## src/sv/dba_pkg.sv

```systemverilog
`timescale 1ns / 1ps
// ----------------------------------------------------------------------------
// dba_pkg
// Shared types and constants for the dual bitmap allocator.
// ----------------------------------------------------------------------------
package dba_pkg;

    // Bitmap storage word: one bit per entry, WORD_W entries per memory row.
    localparam int WORD_W = 32;
    localparam int BIT_W  = $clog2(WORD_W);

    localparam int KIND_W   = 2;
    localparam int INDEX_W  = 6;
    localparam int STATUS_W = 2;
    localparam int DISK_W   = 7;

    localparam logic [DISK_W-1:0] DEV_BLOCKS_RST = 7'd64;

    typedef enum logic [KIND_W-1:0] {
        KIND_ALLOC_INODE = 2'd0,
        KIND_FREE_INODE  = 2'd1,
        KIND_ALLOC_BLOCK = 2'd2,
        KIND_FREE_BLOCK  = 2'd3
    } t_kind;

    typedef enum logic [STATUS_W-1:0] {
        ST_OK       = 2'd0,
        ST_FULL     = 2'd1,
        ST_BAD_FREE = 2'd2
    } t_status;

    typedef struct packed {
        t_kind               kind;
        logic [INDEX_W-1:0]  index;
    } t_in_item;

    typedef struct packed {
        t_status             status;
        logic [INDEX_W-1:0]  granted;
    } t_out_item;

    // Request from the top level into one pool.
    typedef struct packed {
        logic                free;
        logic [INDEX_W-1:0]  index;
    } t_pool_req;

    typedef enum logic [1:0] {
        PS_IDLE = 2'd0,
        PS_EVAL = 2'd1,
        PS_DONE = 2'd2
    } t_pool_state;

endpackage

```

## src/sv/dba_ram.sv

```systemverilog
`timescale 1ns / 1ps
// ----------------------------------------------------------------------------
// dba_ram
// Generic single-write, single-read RAM with registered read data.
// ----------------------------------------------------------------------------
module dba_ram #(
    parameter int WIDTH = 32,
    parameter int DEPTH = 2,
    localparam int AW = (DEPTH > 1) ? $clog2(DEPTH) : 1
) (
    input  logic             i_clk,
    input  logic             i_we,
    input  logic [AW-1:0]    i_waddr,
    input  logic [WIDTH-1:0] i_wdata,
    input  logic             i_re,
    input  logic [AW-1:0]    i_raddr,
    output logic [WIDTH-1:0] o_rdata
);

    logic [WIDTH-1:0] r_mem [DEPTH];
    logic [WIDTH-1:0] r_rdata;

    always_ff @(posedge i_clk) begin
        if (i_we) begin
            r_mem[i_waddr] <= i_wdata;
        end
        if (i_re) begin
            r_rdata <= r_mem[i_raddr];
        end
    end

    assign o_rdata = r_rdata;

endmodule

```

## src/sv/dba_pool.sv

```systemverilog
`timescale 1ns / 1ps
// ----------------------------------------------------------------------------
// dba_pool
// One allocation pool: bitmap in RAM, per-row valid bits, used count,
// first-fit word scan and read-modify-write of one row per request.
// ----------------------------------------------------------------------------
module dba_pool #(
    parameter int COUNT = 32,
    localparam int CW = $clog2(COUNT + 1)
) (
    input  logic                i_clk,
    input  logic                i_rst_n,
    input  logic                i_start,
    input  dba_pkg::t_pool_req  i_req,
    input  logic [CW-1:0]       i_limit,
    output logic                o_done,
    output dba_pkg::t_out_item  o_rsp,
    input  logic                i_take
);

    localparam int W     = dba_pkg::WORD_W;
    localparam int BW    = dba_pkg::BIT_W;
    localparam int WORDS = (COUNT + W - 1) / W;
    localparam int AW    = (WORDS > 1) ? $clog2(WORDS) : 1;
    localparam int REM   = COUNT - (WORDS - 1) * W;
    // Bits past the last entry in the last row count as used during a scan.
    localparam logic [W-1:0] PAD = ~({W{1'b1}} >> (W - REM));
    localparam logic [AW-1:0] LAST = AW'(WORDS - 1);

    dba_pkg::t_pool_state r_state, n_state;
    logic [AW-1:0]        r_addr, n_addr;
    logic                 r_free, n_free;
    logic [BW-1:0]        r_bit, n_bit;
    logic [CW-1:0]        r_count, n_count;
    logic [WORDS-1:0]     r_rowv;
    dba_pkg::t_out_item   r_rsp, n_rsp;

    logic                 ram_we, ram_re;
    logic [W-1:0]         ram_wdata, ram_q;
    logic [W-1:0]         word, search;
    logic                 found;
    logic [BW-1:0]        pos;
    logic [AW+BW-1:0]     slot;
    logic                 in_range;
    logic [AW-1:0]        req_word;

    dba_ram #(.WIDTH(W), .DEPTH(WORDS)) u_ram (
        .i_clk   (i_clk),
        .i_we    (ram_we),
        .i_waddr (r_addr),
        .i_wdata (ram_wdata),
        .i_re    (ram_re),
        .i_raddr (n_addr),
        .o_rdata (ram_q)
    );

    // A row never written reads as all free.
    assign word   = r_rowv[r_addr] ? ram_q : '0;
    assign search = word | ((r_addr == LAST) ? PAD : '0);
    assign slot   = {r_addr, pos};

    assign in_range = (32'(i_req.index) < COUNT);
    assign req_word = AW'(i_req.index >> BW);

    // Lowest clear bit of the row.
    always_comb begin
        found = 1'b0;
        pos   = '0;
        for (int i = W - 1; i >= 0; i--) begin
            if (!search[i]) begin
                found = 1'b1;
                pos   = BW'(i);
            end
        end
    end

    always_comb begin
        n_state   = r_state;
        n_addr    = r_addr;
        n_free    = r_free;
        n_bit     = r_bit;
        n_count   = r_count;
        n_rsp     = r_rsp;
        ram_re    = 1'b0;
        ram_we    = 1'b0;
        ram_wdata = word;
        unique case (r_state)
            dba_pkg::PS_IDLE: begin
                if (i_start) begin
                    n_free        = i_req.free;
                    n_rsp.status  = dba_pkg::ST_OK;
                    n_rsp.granted = '0;
                    if (i_req.free) begin
                        if (!in_range) begin
                            n_rsp.status = dba_pkg::ST_BAD_FREE;
                            n_state      = dba_pkg::PS_DONE;
                        end else begin
                            n_addr  = req_word;
                            n_bit   = i_req.index[BW-1:0];
                            ram_re  = 1'b1;
                            n_state = dba_pkg::PS_EVAL;
                        end
                    end else if (r_count >= i_limit) begin
                        n_rsp.status = dba_pkg::ST_FULL;
                        n_state      = dba_pkg::PS_DONE;
                    end else begin
                        n_addr  = '0;
                        ram_re  = 1'b1;
                        n_state = dba_pkg::PS_EVAL;
                    end
                end
            end
            dba_pkg::PS_EVAL: begin
                if (r_free) begin
                    if (word[r_bit]) begin
                        ram_we    = 1'b1;
                        ram_wdata = word & ~(W'(1) << r_bit);
                        n_count   = r_count - CW'(1);
                    end else begin
                        n_rsp.status = dba_pkg::ST_BAD_FREE;
                    end
                    n_state = dba_pkg::PS_DONE;
                end else if (found) begin
                    ram_we        = 1'b1;
                    ram_wdata     = word | (W'(1) << pos);
                    n_count       = r_count + CW'(1);
                    n_rsp.granted = slot[dba_pkg::INDEX_W-1:0];
                    n_state       = dba_pkg::PS_DONE;
                end else if (r_addr == LAST) begin
                    n_rsp.status = dba_pkg::ST_FULL;
                    n_state      = dba_pkg::PS_DONE;
                end else begin
                    // Row full: move on to the next one.
                    n_addr = r_addr + AW'(1);
                    ram_re = 1'b1;
                end
            end
            dba_pkg::PS_DONE: begin
                if (i_take) begin
                    n_state = dba_pkg::PS_IDLE;
                end
            end
            default: begin
                n_state = dba_pkg::PS_IDLE;
            end
        endcase
    end

    always_ff @(posedge i_clk) begin
        if (!i_rst_n) begin
            r_state <= dba_pkg::PS_IDLE;
            r_count <= '0;
            r_rowv  <= '0;
        end else begin
            r_state <= n_state;
            r_count <= n_count;
            if (ram_we) begin
                r_rowv[r_addr] <= 1'b1;
            end
        end
    end

    always_ff @(posedge i_clk) begin
        r_addr <= n_addr;
        r_free <= n_free;
        r_bit  <= n_bit;
        r_rsp  <= n_rsp;
    end

    assign o_done = (r_state == dba_pkg::PS_DONE);
    assign o_rsp  = r_rsp;

endmodule

```

## src/sv/dual_bitmap_allocator_core.sv

```systemverilog
`timescale 1ns / 1ps
// ----------------------------------------------------------------------------
// dual_bitmap_allocator_core
// First-fit allocator for an inode pool and a data block pool, each kept as
// a used bitmap in RAM plus a used count.
// ----------------------------------------------------------------------------
//  Channel | Signals                                 | Dir | Moves
//  --------+-----------------------------------------+-----+-------------------
//  in      | i_in_valid, o_in_ready, i_in_item       | in  | one request
//  out     | o_out_valid, i_out_ready, o_out_item    | out | one result
//  cfg     | i_cfg_valid, o_cfg_ready, i_cfg_data    | in  | device size write
//
//  A request reads one bitmap row (32 entries a row) per pass through
//  PS_EVAL, waits in PS_DONE until the result register takes it, and only
//  then is the next request accepted; the scan issues one RAM read per
//  cycle, so an allocation walks up to ceil(COUNT/32) rows.
//  Frees and early refusals read one row or none.
//  Reset: synchronous, active low; clears control, counts and the per-row
//  valid bits, so the bitmaps read as all free with no clearing pass.
//  Stalls: the result register parts the sides; a result waiting on
//  i_out_ready holds the next request in its pool until the register frees.
// ----------------------------------------------------------------------------
module dual_bitmap_allocator_core #(
    parameter int INODE_COUNT = 32,
    parameter int BLOCK_COUNT = 64
) (
    input  logic                           i_clk,
    input  logic                           i_rst_n,
    // request channel
    input  logic                           i_in_valid,
    output logic                           o_in_ready,
    input  dba_pkg::t_in_item              i_in_item,
    // result channel
    output logic                           o_out_valid,
    input  logic                           i_out_ready,
    output dba_pkg::t_out_item             o_out_item,
    // configuration write channel
    input  logic                           i_cfg_valid,
    output logic                           o_cfg_ready,
    input  logic [dba_pkg::DISK_W-1:0]     i_cfg_data
);

    localparam int ICW = $clog2(INODE_COUNT + 1);
    localparam int BCW = $clog2(BLOCK_COUNT + 1);

    logic                          r_busy;
    logic                          r_sel_block;
    logic [dba_pkg::DISK_W-1:0]    r_disk;
    logic                          r_out_valid;
    dba_pkg::t_out_item            r_out_item;

    logic                          in_acc;
    logic                          is_block;
    logic                          out_free;
    logic                          take;
    dba_pkg::t_pool_req            req;
    logic [BCW-1:0]                block_limit;
    logic                          inode_done, block_done;
    dba_pkg::t_out_item            inode_rsp, block_rsp;
    dba_pkg::t_out_item            sel_rsp;
    logic                          sel_done;

    // One request in flight at a time; the pools hold it until taken.
    assign o_in_ready  = !r_busy;
    assign in_acc      = i_in_valid && o_in_ready;
    assign o_cfg_ready = 1'b1;

    assign is_block  = (i_in_item.kind == dba_pkg::KIND_ALLOC_BLOCK) ||
                       (i_in_item.kind == dba_pkg::KIND_FREE_BLOCK);
    assign req.free  = (i_in_item.kind == dba_pkg::KIND_FREE_INODE) ||
                       (i_in_item.kind == dba_pkg::KIND_FREE_BLOCK);
    assign req.index = i_in_item.index;

    // Counting against min(r_disk, BLOCK_COUNT) matches the scan running
    // out of free blocks when the device size exceeds the pool.
    always_comb begin
        if (32'(r_disk) < BLOCK_COUNT) begin
            block_limit = BCW'(r_disk);
        end else begin
            block_limit = BCW'(BLOCK_COUNT);
        end
    end

    dba_pool #(.COUNT(INODE_COUNT)) u_inode (
        .i_clk   (i_clk),
        .i_rst_n (i_rst_n),
        .i_start (in_acc && !is_block),
        .i_req   (req),
        .i_limit (ICW'(INODE_COUNT)),
        .o_done  (inode_done),
        .o_rsp   (inode_rsp),
        .i_take  (take && !r_sel_block)
    );

    dba_pool #(.COUNT(BLOCK_COUNT)) u_block (
        .i_clk   (i_clk),
        .i_rst_n (i_rst_n),
        .i_start (in_acc && is_block),
        .i_req   (req),
        .i_limit (block_limit),
        .o_done  (block_done),
        .o_rsp   (block_rsp),
        .i_take  (take && r_sel_block)
    );

    assign sel_done = r_sel_block ? block_done : inode_done;
    assign sel_rsp  = r_sel_block ? block_rsp  : inode_rsp;
    assign out_free = !r_out_valid || i_out_ready;
    assign take     = r_busy && sel_done && out_free;

    always_ff @(posedge i_clk) begin
        if (!i_rst_n) begin
            r_busy      <= 1'b0;
            r_out_valid <= 1'b0;
            r_disk      <= dba_pkg::DEV_BLOCKS_RST;
        end else begin
            if (in_acc) begin
                r_busy <= 1'b1;
            end else if (take) begin
                r_busy <= 1'b0;
            end
            if (take) begin
                r_out_valid <= 1'b1;
            end else if (i_out_ready) begin
                r_out_valid <= 1'b0;
            end
            if (i_cfg_valid) begin
                r_disk <= i_cfg_data;
            end
        end
    end

    always_ff @(posedge i_clk) begin
        if (in_acc) begin
            r_sel_block <= is_block;
        end
        if (take) begin
            r_out_item <= sel_rsp;
        end
    end

    assign o_out_valid = r_out_valid;
    assign o_out_item  = r_out_item;

endmodule

```

## config.mk

```make
export PLATFORM = sky130hd
export DESIGN_NAME = dual_bitmap_allocator_core
export DESIGN_NICKNAME = d
export VERILOG_FILES = /design/src/sv/dba_pkg.sv /design/src/sv/dba_ram.sv /design/src/sv/dba_pool.sv /design/src/sv/dual_bitmap_allocator_core.sv
export SDC_FILE = /design/constraint.sdc
export NUM_CORES = 1
export LEC_CHECK = 0
export ABC_CLOCK_PERIOD_IN_PS = 9900
export BUFFER_PORTS_ARGS = -buffer_cell sky130_fd_sc_hd__buf_2
export CORE_ASPECT_RATIO = 1.25
export CORE_MARGIN = 2
export CORE_UTILIZATION = 68
export DETAILED_ROUTE_END_ITERATION = 7
export PLACE_DENSITY = 0.82
export REMOVE_ABC_BUFFERS = 1
export SETUP_SLACK_MARGIN = 0.3
export SYNTH_ARGS = -nofsm -noshare
export SYNTH_HDL_FRONTEND = slang
export SYNTH_SLANG_ARGS = --single-unit
```

## constraint.sdc

```tcl
create_clock -name i_clk -period 9.9 [get_ports i_clk]
set_input_delay 0.495 -clock i_clk [delete_from_list [all_inputs] [get_ports i_clk]]
set_output_delay 0.495 -clock i_clk [all_outputs]
set_load 0.01 [all_outputs]
```

### After elaboration in Yosys (flattened, before gate mapping)

Memory sizes are Yosys's and may differ from the RTL's. A register that Yosys moved wholly into a read port is not among the register bits.
Index checks and enable logic that the tools add are counted.

| operators by class | value |
|---|---|
| add/sub/neg operators | 6 |
| magnitude comparators | 10 |
| equal/unequal tests | 25 |
| shift-type cells | 4 |
| mux-type cells | 241 |
| bitwise operators | 8 |
| reductions and logical operators | 36 |

Operators with widths:

| cell | count |
|---|---|
| two-way mux 32 bit | 10 |
| two-way mux 5 bit | 64 |
| << shifter 1 x 5 -> 32 bit (first input constant) | 4 |
| two-way mux 1 bit | 116 |
| AND 32 bit | 2 |
| inverter 32 bit | 2 |
| bitwise OR 32 bit | 2 |
| two-way mux 2 bit | 26 |
| two-way mux 6 bit | 7 |
| one-hot mux 8 bit (2 select lines) | 2 |
| two-way mux 7 bit | 4 |
| two-way mux 8 bit | 3 |
| AND reduction 3 bit | 5 |
| < comparator 5 x 6 -> 1 bit (second input constant) | 2 |
| inequality test 2 x 1 -> 1 bit (second input constant) | 6 |
| one-hot mux 2 bit (3 select lines) | 2 |
| AND reduction 4 bit | 3 |
| nonzero test 2 bit | 6 |
| binary-select mux 1 bit (select 5 bit) | 2 |
| AND reduction 5 bit | 2 |
| logical AND 1 bit | 9 |
| inequality test 3 bit (second input constant) | 3 |
| == test 2 bit (second input constant) | 4 |
| inequality test 2 bit (second input constant) | 4 |
| 25 further kinds | 40 |

| word-level totals | value |
|---|---|
| register bits | 68 |
| memory bits (writable) | 96 |
| input bits | 20 |
| output and inout bits | 11 |
| word-level logic and storage cells | 354 |
| memories | 2 |

Memory list:

| memory | words | width | rd ports | clocked after Yosys merged registers in | write ports | line | source |
|---|---|---|---|---|---|---|---|
| u_block.u_ram.r_mem | 2 | 32 | 1 | 1 | 1 | dba_ram.sv:20 | `logic [WIDTH-1:0] r_mem [DEPTH];` |
| u_inode.u_ram.r_mem | 1 | 32 | 1 | 1 | 1 | dba_ram.sv:20 |  |

### Depth between registers and ports, before layout

| depth | value |
|---|---|
| depth after elaboration | 40 |
| gate-level depth with buffers | 10 |
| depth with buffers taken out | 9 |

### Cells and area by module

From an unflattened synthesis, not the netlist that was laid out.

| second synthesis, totals | value |
|---|---|
| cell total of the unflattened synthesis | 1,088 |
| area total of the unflattened synthesis | 12,440.7 um^2 |

By module, submodules not included:

| module | instances | cells each | area an instance (um^2) | seq. area each (um^2) |
|---|---|---|---|---|
| dba_ram (u_block.u_ram) | 1 | 134 | 3,439.5 | 2,882.8 |
| dba_pool (u_inode) | 1 | 433 | 3,218.1 | 620.6 |
| dba_pool (u_block) | 1 | 390 | 3,032.9 | 660.6 |
| dba_ram (u_inode.u_ram) | 1 | 64 | 1,921.8 | 1,921.8 |
| dual_bitmap_allocator_core | 1 | 67 | 828.3 | 450.4 |

### Least setup slack after synthesis

OpenSTA, ideal clock, no wires.

| timing path | value |
|---|---|
| path kind | register to register |
| start | register u_block.r_count[0] |
| end | register u_block.u_ram.r_rdata[0] (netlist: u_block.u_ram.o_rdata[0]) (read register of u_block.u_ram.r_mem) (enable) |
| library setup time | 0.467 ns |
| arrival | 3.657 ns |
| data required time | 9.433 ns |
| setup slack | 5.776 ns |
| stages on the path, launching flop included | 9 |
| path buffers | 0 |
| period minus slack after synthesis | 4.124 ns |
| cells stage by stage | dfxtp_1 > inv_1 > ha_1 > nand2b_1 > a21oi_1 > nor2b_1 > o2111ai_1 > a31oi_1 > o21ai_0 |

| on the way | value |
|---|---|
| word-level cells in the longest chain between the ends | 5 |
| elaborated cells on any way between the ends | 9 |
| classes of those cells | order compare: 1; mux: 8 |

RTL lines:

| item | line | source |
|---|---|---|
| start, declared | dba_pool.sv:34 | `logic [CW-1:0] r_count, n_count;` |
| start signal, assigned | dba_pool.sv:156 | `r_count <= n_count;` |
| greater-or-equal comparator 7 bit | dba_pool.sv:103 | `end else if (r_count >= i_limit) begin` |
| two-way mux 1 bit | dba_pool.sv:103 |  |
| two-way mux 1 bit | dba_pool.sv:93 | `if (i_req.free) begin` |
| two-way mux 1 bit | dba_pool.sv:89 | `if (i_start) begin` |
| one-hot mux 1 bit (2 select lines) | dba_pool.sv:87 | `unique case (r_state)` |
| named net u_block.ram_re | dba_pool.sv:38 | `logic ram_we, ram_re;` |
| end, declared | dba_ram.sv:21 | `logic [WIDTH-1:0] r_rdata;` |

The timed path passes the listed nets, and every way through them passes these cells.
A chain may end at the register's enable or synchronous reset.

### Final worst setup path

| timing path | value |
|---|---|
| start | register u_block.r_bit[0] |
| end | memory u_block.u_ram.r_mem[0][31] (enable) |

| on the way | value |
|---|---|
| word-level cells in the longest chain between the ends | 7 |

RTL lines:

| item | line | source |
|---|---|---|
| start, declared | dba_pool.sv:33 | `logic [BW-1:0] r_bit, n_bit;` |
| start signal, assigned | dba_pool.sv:166 | `r_bit <= n_bit;` |
| binary-select mux 1 bit (select 5 bit) | dba_pool.sv:115 | `if (word[r_bit]) begin` |
| two-way mux 1 bit (not written as such) | dba_pool.sv:115 |  |
| two-way mux 1 bit | dba_pool.sv:115 |  |
| two-way mux 1 bit | dba_pool.sv:114 | `if (r_free) begin` |
| two-way mux 1 bit | dba_pool.sv:87 |  |
| two-way mux 1 bit | dba_ram.sv:24 | `if (i_we) begin` |
| two-way mux 1 bit (not written as such) | dba_ram.sv:25 | `r_mem[i_waddr] <= i_wdata;` |
| end, declared | dba_ram.sv:20 |  |

No other way between the ends. The select of a mux whose other input is x is not followed.

==> key figures <==
Outcome
  – Status: finished clean

Clock network
  – Clock Tree Root: clkbuf_16
  – Clk sink count: about 230
  – Clock Latency Late Sink: 520 ps
  – Post-CTS Resized: 0
  – Post-CTS Hold Buffers: 0
  – H-tree Lvls: 1
  – CTS tree: done
  – CTS clk-pin slew, worst paths: 60 ps
  – CTS Buffer Depth: 3
  – Inserted Clock Buffers: 22
  – Post-CTS Setup Inserts: 0

STA
  – Final Cycle Share: 39.41%
  – RSZ-0062 raised after global routing: no
  – Clock skew: around 21 ps
  – Endpoints failing setup: 0
  – Final worst path period need: 3901 ps
  – WHS: 220.5 ps
  – Max Fclk: 256.3 MHz
  – Slew margin rel.: 6.807%
  – Max-slew violations: 0
  – Total Negative Setup Slacks: 0 ps
  – Final Hold Vio Count: 0
  – Least-Margin Pin Slew: between 1000 and 1500 ps

Cells and area
  – Finished Cell Area: approximately 13,000 sq um
  – Synth-to-layout area growth: 8.327%
  – Commonest non-fill, non-tap cell in the layout: edfxtp_1
  – Share of cells above drive strength 1: between 10% and 20%
  – Fin nets: 1,071
  – Util after Layout: 75.57%
  – Antenna diodes: 0
  – Most frequent cells in the layout: 198 x edfxtp_1, 105 x nand2_1, 61 x o21ai_0

Synthesis
  – Mapped Area: roughly 12,000 sq um
  – Most used flip-flop cell after synthesis: edfxtp_1
  – Post-synth EDFFs: 198
  – Synth cell types: 81
  – #FFs+latches synth: 228
  – Seq/Total Area, Yosys: a little under three fifths
  – Synth async-reset ratio: 0%
  – Synth Warn #: 0
  – Syn_area_per_cell: about 12 sq um
  – Post-Syn Instances: between 1,000 and 1,500

Power
  – Power per cell area: roughly 170 nW/um^2
  – Pleak: 4.337 nW
  – Max VDD drop: around 150 uV
  – Overall power: ~2.1 mW

Setup path
  – CP Capture Type: flop
  – Worst path required time: 10,080 ps
  – Critical Path Start Type: flop
  – Maximum fanout along the worst path: 18
  – Critical Path AT: around 4000 ps
  – Kind of critical path: flop to flop

Route
  – Via/cell ratio: 7.127
  – Number of DRC markers in iteration 0: ~1,500
  – DRT antenna net count: 0
  – Routed via count: 9,044
  – Drc violations: 0
  – Total Wirelength: roughly 32,000 microns
  – Initial DRT Pass Iterations: 8
  – WL/cell: around 25 microns

Placement
  – Number of port buffers: 29
  – Gpl congestion: a little under 1
  – Placement Cell Area: roughly 12,000 sq um
  – HPWL after DPL: about 22,000 microns

Run
  – Max_cap viols: 0

Floorplan
  – Core area: between 15,000 and 20,000 sq um
  – Ports: 31
  – Starting Density: 69.76%
  – Chip width: around 120 microns
  – Die Area: about 18,000 sq um
  – Die Ht: 151.0 microns
  – Rows: 53

Hold path
  – HP Class: primary input to flop

Global route
  – Vias in the first global route: about 9,000
  – Remaining Overflow, GRT: 0
  – Largest net degree at the start of global routing: 46
  – Initial antenna violation count: 0
  – Gr usage total: between 30% and 40%
  – First-pass GRT wire length: about 49,000 microns
## cell usage after synthesis, types with 24 or more instances
library cell / instances / area (sq um)
o21ai_0: 63 / 315.3
nand2_1: 105 / 394.1
edfxtp_1: 198 / 5946
dfxtp_1: 30 / 600.6
nand2b_1: 24 / 150.1
nand3_1: 51 / 255.2
inv_1: 38 / 142.6
mux2_4: 30 / 450.4
a21oi_1: 46 / 230.2
clkbuf_1: 28 / 105.1
nor2_1: 51 / 191.4
## path summary, 6_finish.rpt
kind,startpoint,to,slack [ps],cells after the start
setup reg to reg,u_block.r_bit[0],u_block.u_ram.r_mem[0][31],6000,7
hold / removal,i_cfg_data[6],r_disk[6],220,3
setup / recovery,u_block.r_bit[0],u_block.u_ram.r_mem[0][31],6000,7
hold reg to reg,u_inode.u_ram.r_mem[0][15],u_inode.u_ram.o_rdata[15],420,0
## metrics by stage
| step | setup slack [ps] | instances |
|---|---|---|
| floorplan | 5776 | 973 |
| finish | 5999 | 1269 |
| global route | 5732 | 1269 |
| CTS | 6031 | 1269 |
| detailed placement | 6071 | 1229 |
| global placement | 6113 | 1229 |
## flip-flops by register name, summed over array words and instances, names as in the netlist, 8 cells and up
signal                 flops
u_block.u_ram.r_mem       64
u_block.u_ram.o_rdata     32
u_inode.u_ram.o_rdata     32
u_inode.u_ram.r_mem       32
o_out_item                 8
u_block.o_rsp              8
u_inode.o_rsp              8
## worst max-delay path, stage by stage (launching register included)
cell,delay [ps]
edfxtp_1,650
mux4_2,440
mux2i_1,70
o21ai_0,530
o31a_1,340
o21ba_2,360
nor2b_2,780
buf_4,400
## final cells by class
class / count / area [sq um]
Sequential cell: 228 / 6546
Multi-Input combinational cell: 707 / 4861
Fill cell: 1134 / 4115
Clock buffer: 32 / 639.4
Tap cell: 220 / 275.3
Timing Repair Buffer: 36 / 197.7
Inverter: 38 / 142.6
Clock inverter: 8 / 66.31
## cells by family (layout without fill, tap and decap cells)
kind of cell,after synthesis,in the layout,synth area share (%)
muxes,65,65,8.029
xor gates and xnor gates,8,8,0.5963
DFF,228,228,55.71
AOI/OAI and AO/OA,261,261,15.17
and+or+nand+nor,354,354,15.30
buffers and inverters,85,114,3.109
other,1,1,0.03191
adders and majority gates,18,18,2.045
## report_power, final
| group | internal [mW] | switching, mW | total (mW) |
|---|---|---|---|
| Clock | 0.475 | 0.351 | 0.826 |
| Combinational | 0.0737 | 0.0887 | 0.162 |
| Sequential | 1.08 | 0.0369 | 1.11 |
| Total | 1.63 | 0.476 | 2.10 |
## per-layer routing
layer  vias to the layer above  GRT usage [%]  routed length, microns
li1                       3950              -                       -
met3                       205          6.363                    2757
met4                         0          21.55                    2278
met2                       630          59.89                   15590
met1                      4259          42.06                   11070
met5                         -              0                       0
Note: power is estimated with default switching activity, not from simulation.
